[config.mk]
export PLATFORM = sky130hd
export DESIGN_NAME = cpa_ctrl
export DESIGN_NICKNAME = d
export VERILOG_FILES = /design/src/hdl/contiguous_page_allocator_unit_defines.svh /design/src/hdl/cpa_pkg.sv /design/src/hdl/cpa_ctrl.sv
export SDC_FILE = /design/constraint.sdc
export NUM_CORES = 1
export LEC_CHECK = 0
export BUFFER_PORTS_ARGS = -buffer_cell sky130_fd_sc_hd__buf_2
export CAP_MARGIN = 20
export CORE_AREA = 3 3 40 42
export CTS_BUF_LIST = sky130_fd_sc_hd__clkbuf_8 sky130_fd_sc_hd__clkbuf_16
export DETAILED_ROUTE_END_ITERATION = 6
export DIE_AREA = 0 0 43 45
export SLEW_MARGIN = 10
export SYNTH_ARGS = -nofsm -noshare
export SYNTH_HDL_FRONTEND = slang
export SYNTH_SLANG_ARGS = --single-unit
[constraint.sdc]
create_clock -name clock -period 2.1 [get_ports clock]
set_clock_uncertainty 0.1 [all_clocks]
set_input_delay 0.42 -clock clock [delete_from_list [all_inputs] [get_ports clock]]
set_output_delay 0.42 -clock clock [all_outputs]
set_load 0.03 [all_outputs]
[src/hdl/contiguous_page_allocator_unit_defines.svh]
// Assertion macros shared by the contiguous page allocator modules.
// Depends on nothing; included by the files that carry assertions.
`ifndef CONTIGUOUS_PAGE_ALLOCATOR_UNIT_DEFINES_SVH
`define CONTIGUOUS_PAGE_ALLOCATOR_UNIT_DEFINES_SVH

// The condition must hold at every clock edge outside reset.
`define CPA_ASSERT_ALWAYS(lbl, clk, rst, cond, msg) \
   lbl: assert property (@(posedge clk) disable iff (rst) (cond)) else $error(msg);

// When the trigger holds, the consequence must hold in the same cycle.
`define CPA_ASSERT_IMPLY(lbl, clk, rst, trig, cons, msg) \
   lbl: assert property (@(posedge clk) disable iff (rst) (trig) |-> (cons)) else $error(msg);

`endif

[src/hdl/cpa_pkg.sv]
// Shared types and constants of the contiguous page allocator.
// Depends on nothing; imported by every module of the block.
`timescale 1ns / 1ps
package cpa_pkg;

   localparam int MAX_PROCESSES = 64;
   localparam int SLOT_W        = $clog2(MAX_PROCESSES);
   localparam int SCAN_W        = SLOT_W + 1;
   localparam int MAX_PAGES     = 4096;
   localparam int PAGE_W        = 12;
   localparam int LEN_W         = 13;
   localparam int ID_W          = 16;
   localparam int CNT_W         = 16;
   localparam logic [CNT_W-1:0] COUNT_MAX = '1;

   typedef enum logic [1:0] {
      OP_RESERVE = 2'd0,
      OP_RELEASE = 2'd1,
      OP_READ    = 2'd2,
      OP_WRITE   = 2'd3
   } op_type;

   typedef enum logic [2:0] {
      ST_OK      = 3'd0,
      ST_NOSPACE = 3'd1,
      ST_UNKNOWN = 3'd2,
      ST_FULL    = 3'd3,
      ST_RANGE   = 3'd4
   } status_type;

   typedef struct packed {
      logic [ID_W-1:0]   owner;
      logic [PAGE_W-1:0] first_page;
      logic [LEN_W-1:0]  length;
      logic [CNT_W-1:0]  reads;
      logic [CNT_W-1:0]  writes;
   } entry_type;

   typedef enum logic [2:0] {
      S_IDLE,
      S_FIND,
      S_SCAN,
      S_DECIDE,
      S_COMPACT,
      S_COMPACT_END
   } state_type;

   typedef struct packed {
      logic       load_req;
      logic       scan_start;
      logic       gap_step;
      logic       gap_final;
      logic       compact_begin;
      logic       compact_step;
      logic       alloc;
      logic       exec_op;
      logic       fail;
      status_type fail_status;
   } cmd_type;

   typedef struct packed {
      logic scan_busy;
      logic sel_hit;
      logic free_found;
      logic nospace;
      logic found;
      logic fit;
      logic rsp_free;
   } stat_type;

endpackage

[src/hdl/cpa_ctrl.sv]
// Sequencing state machine of the page allocator.
// Depends on cpa_pkg; drives the datapath through cmd_type.
`timescale 1ns / 1ps
module cpa_ctrl import cpa_pkg::*; (
   input  logic     clock,
   input  logic     reset,
   input  logic     req_valid,
   input  op_type   req_op,
   output logic     req_ready,
   input  stat_type stat,
   output cmd_type  cmd
);

   state_type state_ff, state_in;

   always_ff @(posedge clock) begin
      if (reset) begin
         state_ff <= S_IDLE;
      end else begin
         state_ff <= state_in;
      end
   end

   always_comb begin
      state_in  = state_ff;
      cmd       = '0;
      cmd.fail_status = ST_OK;
      req_ready = 1'b0;
      case (state_ff)
         S_IDLE: begin
            req_ready = 1'b1;
            if (req_valid) begin
               cmd.load_req = 1'b1;
               state_in = (req_op == OP_RESERVE) ? S_SCAN : S_FIND;
            end
         end
         S_FIND: begin
            if (!stat.scan_busy && stat.rsp_free) begin
               if (stat.sel_hit) begin
                  cmd.exec_op = 1'b1;
               end else begin
                  cmd.fail = 1'b1;
                  cmd.fail_status = ST_UNKNOWN;
               end
               state_in = S_IDLE;
            end
         end
         S_SCAN: begin
            if (!stat.scan_busy) begin
               if (stat.sel_hit) begin
                  cmd.gap_step   = 1'b1;
                  cmd.scan_start = 1'b1;
               end else begin
                  cmd.gap_final = 1'b1;
                  state_in = S_DECIDE;
               end
            end
         end
         S_DECIDE: begin
            if (stat.rsp_free) begin
               if (stat.nospace) begin
                  cmd.fail = 1'b1;
                  cmd.fail_status = ST_NOSPACE;
                  state_in = S_IDLE;
               end else if (!stat.free_found) begin
                  cmd.fail = 1'b1;
                  cmd.fail_status = ST_FULL;
                  state_in = S_IDLE;
               end else if (stat.found) begin
                  cmd.alloc = 1'b1;
                  state_in = S_IDLE;
               end else begin
                  cmd.compact_begin = 1'b1;
                  cmd.scan_start    = 1'b1;
                  state_in = S_COMPACT;
               end
            end
         end
         S_COMPACT: begin
            if (!stat.scan_busy) begin
               if (stat.sel_hit) begin
                  cmd.compact_step = 1'b1;
                  cmd.scan_start   = 1'b1;
               end else begin
                  state_in = S_COMPACT_END;
               end
            end
         end
         S_COMPACT_END: begin
            if (stat.rsp_free) begin
               if (stat.fit) begin
                  cmd.alloc = 1'b1;
               end else begin
                  cmd.fail = 1'b1;
                  cmd.fail_status = ST_NOSPACE;
               end
               state_in = S_IDLE;
            end
         end
         default: begin
            state_in = S_IDLE;
         end
      endcase
   end

endmodule

Yosys cells after proc, flatten, opt, wreduce, memory -nomap -nowiden
Cells that the tools add are included.
{"block": "totals", "register_bits": 3, "inputBits": 12, "wordCells": 64}
{"block": "classes", "n_eq_ne": 13, "muxes": 45, "n_reduce_logical": 5}
{"operator": "$mux 3", "count": 12}
{"operator": "$mux 4", "count": 6}
{"operator": "$mux 1", "count": 19}
{"operator": "$pmux 3 s6", "count": 1}
{"operator": "$ne 2x2->1 const B", "count": 8}
{"operator": "$pmux 4 s3", "count": 1}
{"operator": "$reduce_and 8->1", "count": 1}
{"operator": "$eq 3x2->1 const B", "count": 2}
{"operator": "$eq 3x3->1 const B", "count": 2}
{"operator": "$mux 2", "count": 3}
{"operator": "$mux 5", "count": 1}
{"operator": "$eq 3x1->1 const B", "count": 1}
{"operator": "$logic_not 3->1", "count": 1}
{"operator": "$pmux 1 s3", "count": 1}
{"operator": "$logic_not 2->1", "count": 1}
{"operator": "$pmux 1 s2", "count": 1}
{"operator": "$logic_and 1x1->1", "count": 1}
{"operator": "$logic_not 1->1", "count": 1}

Longest topological paths before layout
Gate-level depths: netlist of the first run.
{"block": "depth", "depth_word": 5, "ltp_mapped": 6, "mapped_depth_nobuf": 4}

Worst setup path before layout of the first run
Ideal clock, no wire load.
{"block": "synth_path", "path_type": "register to output", "start": "register state_ff[1]", "end": "output cmd[11] (netlist name)", "arrival_ns": 1.709, "slack_ns": -0.129, "path_stages_with_launch": 5, "path_buffers": 2, "cell_sequence": "dfxtp_1 -> buf_6 -> clkbuf_1 -> nor3_1 -> and2_1"}
{"element": "start, declared", "line_no": "cpa_ctrl.sv:14", "text": "state_type state_ff, state_in;"}
{"element": "start signal, assigned", "line_no": "cpa_ctrl.sv:20", "text": "state_ff <= state_in;"}
{"element": "end, declared", "line_no": "cpa_ctrl.sv:11", "text": "output cmd_type cmd"}

==> summary.md, run 1 <==
| Metric | Value |
|---|---|
| Outcome | `finished, final reports clean` |
| Vias in the first global route | `493` |
| Layout cell share with drive strength beyond 1 | `38.71%` |
| Worst VDD drop | `0.0007725 V` |
| Area grow syn2layout | `46.59%` |
| Worst setup SP type | `register` |
| Worst skew pair latency | `210 ps` |
| Critical Path RT | `1580 ps` |
| First-pass GRT wire length | `2021 µm` |
| Most common cell after layout, fill and taps aside | `buf_2` |
| Post-CTS Setup Repair Bufs | `0` |
| Sequential-to-total area share from yosys stat | `14.24%` |
| Clk sinks | `3` |
| Leakage | `0.0003226 µW` |
| Layout Utilization | `48.10%` |
| Die X | `43 µm` |
| Cell area after synthesis | `421.7 µm²` |
| Wirelength per Cell | `11.21 µm` |
| Vias post-DR | `558` |
| Syn. warnings | `0` |
| Syn_nets | `78` |
| Cell chain of the critical path | `nand2_1 -> or2_2 -> nor3_4 -> a41o_1 -> buf_2` |
| Post-Place Cell Area | `570.5 µm²` |
| Finished Cell Area | `618.1 µm²` |
| IO Port Bufs | `23` |
| Unrepaired setup endpoints after global routing | `no` |
| Crit path DAT | `1440 ps` |
| Largest registers | `state_ff (3)` |
| Max Clk Rate | `511.4 MHz` |
| Most frequent cells in the layout | `buf_2 (23), nor2_1 (11), a21oi_1 (6)` |
| Worst path max stage delay | `340 ps` |
| Max reg flops | `3` |
| Biggest register | `state_ff` |
| TritonRoute pass-1 iters | `4` |
| IO Pins | `25` |
| N_diodes | `0` |
| Final hold slack | `296.7 ps` |
| Starting Density | `32.81%` |
| Final TNS setup | `0 ps` |
| Die area | `1935 µm²` |
| CTS H-Tree Depth | `1` |
| Drt via density | `5.167` |
| 1st-iter DRT viols | `7` |
| PD cells | `1059 nW/µm²` |
| Endpoints failing setup | `0` |
| Post-route ant nets | `0` |
| Final routed DRC violation total | `0` |
| Peak fanout along the critical path | `4` |
| Die Y | `45 µm` |
| CTS tree | `built` |
| Num CTS Buffers | `3` |
| # rows | `13` |
| Distinct cells, synth | `30` |
| Fin cells | `108` |
| Slew Limit Fails | `0` |
| Worst-path clk slew | `30 ps` |
| Largest net degree at the start of global routing | `14` |
| Class of the worst hold path | `primary input to register` |
| Slowest stage cell, crit path | `or2_2` |
| Post-CTS Resized | `0` |
| Final weighted congestion in routability-driven placement | `0.7954` |
| Clock root buffer | `clkbuf_8` |
| Mapped Avg Cell Area | `6.389 µm²` |
| Seq cells post-synth | `3` |
| Fin. Hold Viols | `0` |
| CORE AREA | `1285 µm²` |
| Minimum clock period | `1956 ps` |
| Layout net count | `106` |
| CP endpoint kind | `primary output` |
| DP HPWL | `959.9 µm` |
| Synth Instances | `66` |
| Family with the most delay on the worst path | `simple AND/OR/NAND/NOR gates` |
| Remaining global-route overflow | `0` |
| Total of max-cap violations | `0` |
| WS Path Type | `register to primary output` |
| Hold Buf Count CTS | `0` |
| Longest Clk Path Bufs | `2` |
| Routed WL | `1211 µm` |
| Final period util | `93.12%` |
| Gr usage total | `13.58%` |
| Buffers & Inverters on Critical Path | `1` |
| Placed Cells incl. Taps | `104` |
| Initial antenna violation count | `0` |
==> metal layers <==
metal | up-vias | part of all wire [%] | global-route usage, %
met5 | - | 0 | 0
met4 | 0 | 0 | 1.807
met2 | 20 | 43 | 21.26
met1 | 247 | 49 | 18.60
met3 | 0 | 7.8 | 4.781
li1 | 291 | - | -
==> worst reg2reg max path: stages, from the launching register on <==
cell	delay, ps
dfxtp_2	460
nand2b_1	300
o32a_1	290
a21oi_1	100
o311a_1	350
==> final cells by class <==
| type | count | area (µm²) |
|---|---|---|
| Fill cell | 144 | 666.9 |
| Multi-Input combinational cell | 54 | 327.8 |
| Timing Repair Buffer | 27 | 145.1 |
| Sequential cell | 3 | 62.56 |
| Clock buffer | 3 | 41.29 |
| Inverter | 5 | 18.77 |
| Tap cell | 15 | 18.77 |
| Clock inverter | 1 | 3.754 |
==> metrics by stage <==
stage | setup WS (ps) | power (µW)
floorplan | 54.64 | 392.7
global placement | 175.4 | 494.2
detailed placement | 153.5 | 494.1
CTS | 36.14 | 657.5
global route | 33.02 | 714.0
finish | 144.4 | 654.5
==> cell usage after synthesis, drive strengths merged <==
library cell / instances / area [µm²]
a211o: 1 / 8.760
a21oi: 6 / 30.03
a31oi: 1 / 6.260
a41o: 1 / 10.01
and2: 1 / 6.260
buf: 2 / 18.77
clkbuf: 2 / 7.510
conb: 1 / 3.750
dfxtp: 3 / 60.06
inv: 5 / 18.76
nand2: 4 / 15.01
nand2b: 2 / 12.51
nand3: 2 / 10.01
nand3b: 1 / 7.510
nor2: 11 / 41.29
nor2b: 1 / 6.260
nor3: 7 / 40.04
nor3b: 3 / 22.52
nor4: 2 / 12.51
o211a: 1 / 10.01
o21ai: 1 / 5.000
o22a: 2 / 17.52
o311a: 1 / 10.01
o32a: 2 / 20.02
or2: 1 / 6.260
or3: 1 / 6.260
xor2: 1 / 8.760
==> where the power goes <==
group / internal, µW / switching, µW
clock network: 124 / 33.5
logic: 154 / 230
registers: 78.5 / 34.4
==> path summary, 6_finish.rpt <==
| kind | start | endpoint | slack [ps] | cells past startpoint |
|---|---|---|---|---|
| worst max-delay path | state_ff[0] | cmd[10] | 140 | 5 |
| worst min-delay path | reset | state_ff[0] | 300 | 2 |
| worst max register to register | state_ff[1] | state_ff[2] | 390 | 4 |
| worst min register to register | state_ff[0] | state_ff[0] | 550 | 3 |
==> kinds of logic after synthesis <==
group / Yosys count / share of synthesized area [%]
AO/OA/AOI/OAI: 16 / 27.89
XOR/XNOR: 1 / 2.078
buffers and inverters: 9 / 10.68
flip-flops: 3 / 14.24
other: 1 / 0.8894
AND/OR/NAND/NOR: 36 / 44.22
(Power assumes the default switching activity.)
==> run 2, diff against run 1 <==
--- a/config.mk
+++ b/config.mk
@@ -11,6 +11,7 @@
 export CTS_BUF_LIST = sky130_fd_sc_hd__clkbuf_8 sky130_fd_sc_hd__clkbuf_16
 export DETAILED_ROUTE_END_ITERATION = 6
 export DIE_AREA = 0 0 43 45
+export GPL_TIMING_DRIVEN = 0
 export SLEW_MARGIN = 10
 export SYNTH_ARGS = -nofsm -noshare
 export SYNTH_HDL_FRONTEND = slang
==> summary.md, run 2 (synthesis results as in run 1) <==
| Metric | Value |
|---|---|
| HP Start | `reset` |
| Cell chain of the critical path | `buf_6 -> nand3b_1 -> o32a_1 -> nor2_1 -> buf_2` |
| Final hold slack | `278.4 ps (-18.28 ps)` |
| Critical Path RT | `1580 ps (about the same)` |
| Vias post-DR | `562 (+0.72%)` |
| Biggest register | `state_ff` |
| Largest registers | `state_ff (3)` |
| Leakage | `0.0003198 µW (-0.86%)` |
| Clk sinks | `3 (unchanged)` |
| Routed WL | `1237 µm (+2.1%)` |
| Placed Cells incl. Taps | `104 (unchanged)` |
| Max Clk Rate | `501.8 MHz (-1.9%)` |
| Final routed DRC violation total | `0 (unchanged)` |
| IO Port Bufs | `23 (unchanged)` |
| Clock root buffer | `clkbuf_8` |
| DP HPWL | `955.9 µm (-0.42%)` |
| Largest net degree at the start of global routing | `18 (+4)` |
| WS Path Type | `register to primary output` |
| Clock power frac | `24.6% (+0.5 points)` |
| Fin cells | `107 (-0.93%)` |
| Most frequent cells in the layout | `buf_2 (22), nor2_1 (11), a21oi_1 (6)` |
| Most common cell after layout, fill and taps aside | `buf_2` |
| Drt via density | `5.252 (+1.7%)` |
| CTS tree | `built` |
| Buffers & Inverters on Critical Path | `2 (+1)` |
| CTS H-Tree Depth | `1 (unchanged)` |
| Num CTS Buffers | `3 (unchanged)` |
| Max reg flops | `3 (unchanged)` |
| Slowest stage cell, crit path | `o32a_1` |
| PD cells | `1068 nW/µm² (+0.82%)` |
| Layout cell share with drive strength beyond 1 | `36.96% (-1.8 points)` |
| IO Pins | `25 (unchanged)` |
| Layout net count | `105 (-0.94%)` |
| Total design power | `659.9 µW (+0.82%)` |
| FF-to-FF Start | `state_ff[1]` |
| Int Pwr | `353.6 µW (-0.86%)` |
| Combinational Power Share | `58.7% (about the same)` |
| # rows | `13 (unchanged)` |
| Slew Limit Fails | `0 (unchanged)` |
| Worst skew pair latency | `220 ps (about the same)` |
| Remaining global-route overflow | `0 (unchanged)` |
| Final weighted congestion in routability-driven placement | `0.7930 (-0.30%)` |
| Crit path DAT | `1470 ps (+30 ps)` |
| Class of the worst hold path | `primary input to register` |
| Total of max-cap violations | `0 (unchanged)` |
| Sw frac | `46.42% (+0.91 points)` |
| CORE AREA | `1285 µm² (unchanged)` |
| Seq pwr share | `16.7% (-0.6 points)` |
| Worst VDD drop | `0.0004559 V (-41%)` |
| 1st-iter DRT viols | `13 (+6)` |
| First-pass GRT wire length | `2090 µm (+3.4%)` |
| Fin. Hold Viols | `0 (unchanged)` |
| Endpoints failing setup | `0 (unchanged)` |
| N_diodes | `0 (unchanged)` |
| Die Y | `45 µm (unchanged)` |
| Post-route ant nets | `0 (unchanged)` |
| Die X | `43 µm (unchanged)` |
| CP endpoint kind | `primary output` |
| Outcome | `finished, final reports clean` |
| Peak fanout along the critical path | `17 (+13)` |
| Area grow syn2layout | `46.59% (unchanged)` |
| Worst path max stage delay | `330 ps (about the same)` |
| Die area | `1935 µm² (unchanged)` |
| Longest Clk Path Bufs | `2 (unchanged)` |
| Vias in the first global route | `495 (+0.41%)` |
| Worst-path clk slew | `30 ps (about the same)` |
| Worst setup SP type | `register` |
| Starting Density | `32.81% (unchanged)` |
| Sw Pwr | `306.3 µW (+2.8%)` |
| Post-CTS Setup Repair Bufs | `0 (unchanged)` |
| Reg2Reg Depth | `5 (+1)` |
| Unrepaired setup endpoints after global routing | `yes` |
| Gr usage total | `13.88% (+0.30 points)` |
| Wirelength per Cell | `11.56 µm (+3.1%)` |
| Initial antenna violation count | `0 (unchanged)` |
| Family with the most delay on the worst path | `buffers and inverters` |
| Minimum clock period | `1993 ps (+37.35 ps)` |
| TritonRoute pass-1 iters | `4 (unchanged)` |
| Worst Setup SP | `state_ff[1]` |
| Final period util | `94.90% (+1.8 points)` |
| Crit. path cell count | `5 (unchanged)` |
| Hold depth | `2 (unchanged)` |
-- run 2: per-layer routing --
layer,share of wire [%],GRT usage (%),vias up
li1,-,-,289
met1,48,17.75,252
met2,43,22.75,19
met3,7.4,4.382,2
met4,1.1,3.614,0
met5,0,0,-
-- run 2: what timing repair did --
action | 4_1_cts | 5_1_grt
endpoints found under the setup margin | 4 | 2
resized for setup | 2 | 3
cloned | 0 | 0
hold buffers | 0 | 0
-- run 2: path summary, 6_finish.rpt --
path / end / slack (ps)
worst max-delay path: cmd[5] / 110
worst min-delay path: state_ff[0] / 280
worst max register to register: state_ff[2] / 380
worst min register to register: state_ff[0] / 460
-- run 2: through the flow --
stage / instance area (µm²) / worst slack [ps] / util [%] / TNS [ps]
after floorplan: 432.9 / 54.64 / - / 0
after global placement: 566.8 / 132.5 / 44.11 / 0
after detailed placement: 566.8 / 127.2 / 44.11 / 0
after CTS: 610.6 / 14.74 / 47.52 / 0
after global routing: 618.1 / -0.8193 / 48.10 / -0.8193
final: 618.1 / 107.0 / 48.10 / 0
-- run 2: layout make-up --
class                      instances  area [µm²]
fill                             148       666.9
multi-input combinational         54       330.3
timing repair buffer              23       117.6
sequential                         3       63.81
clock buffer                       3       41.29
buffer                             3       23.77
inverter                           5       18.77
tap                               15       18.77
clock inverter                     1       3.754
-- run 2: power by group through the flow --
stage	logic [µW]	registers [µW]	clock network, µW
floorplan	295	97.9	0
global placement	378	105	0
detailed placement	381	105	0
CTS	381	106	167
global route	425	113	170
finish	388	110	162
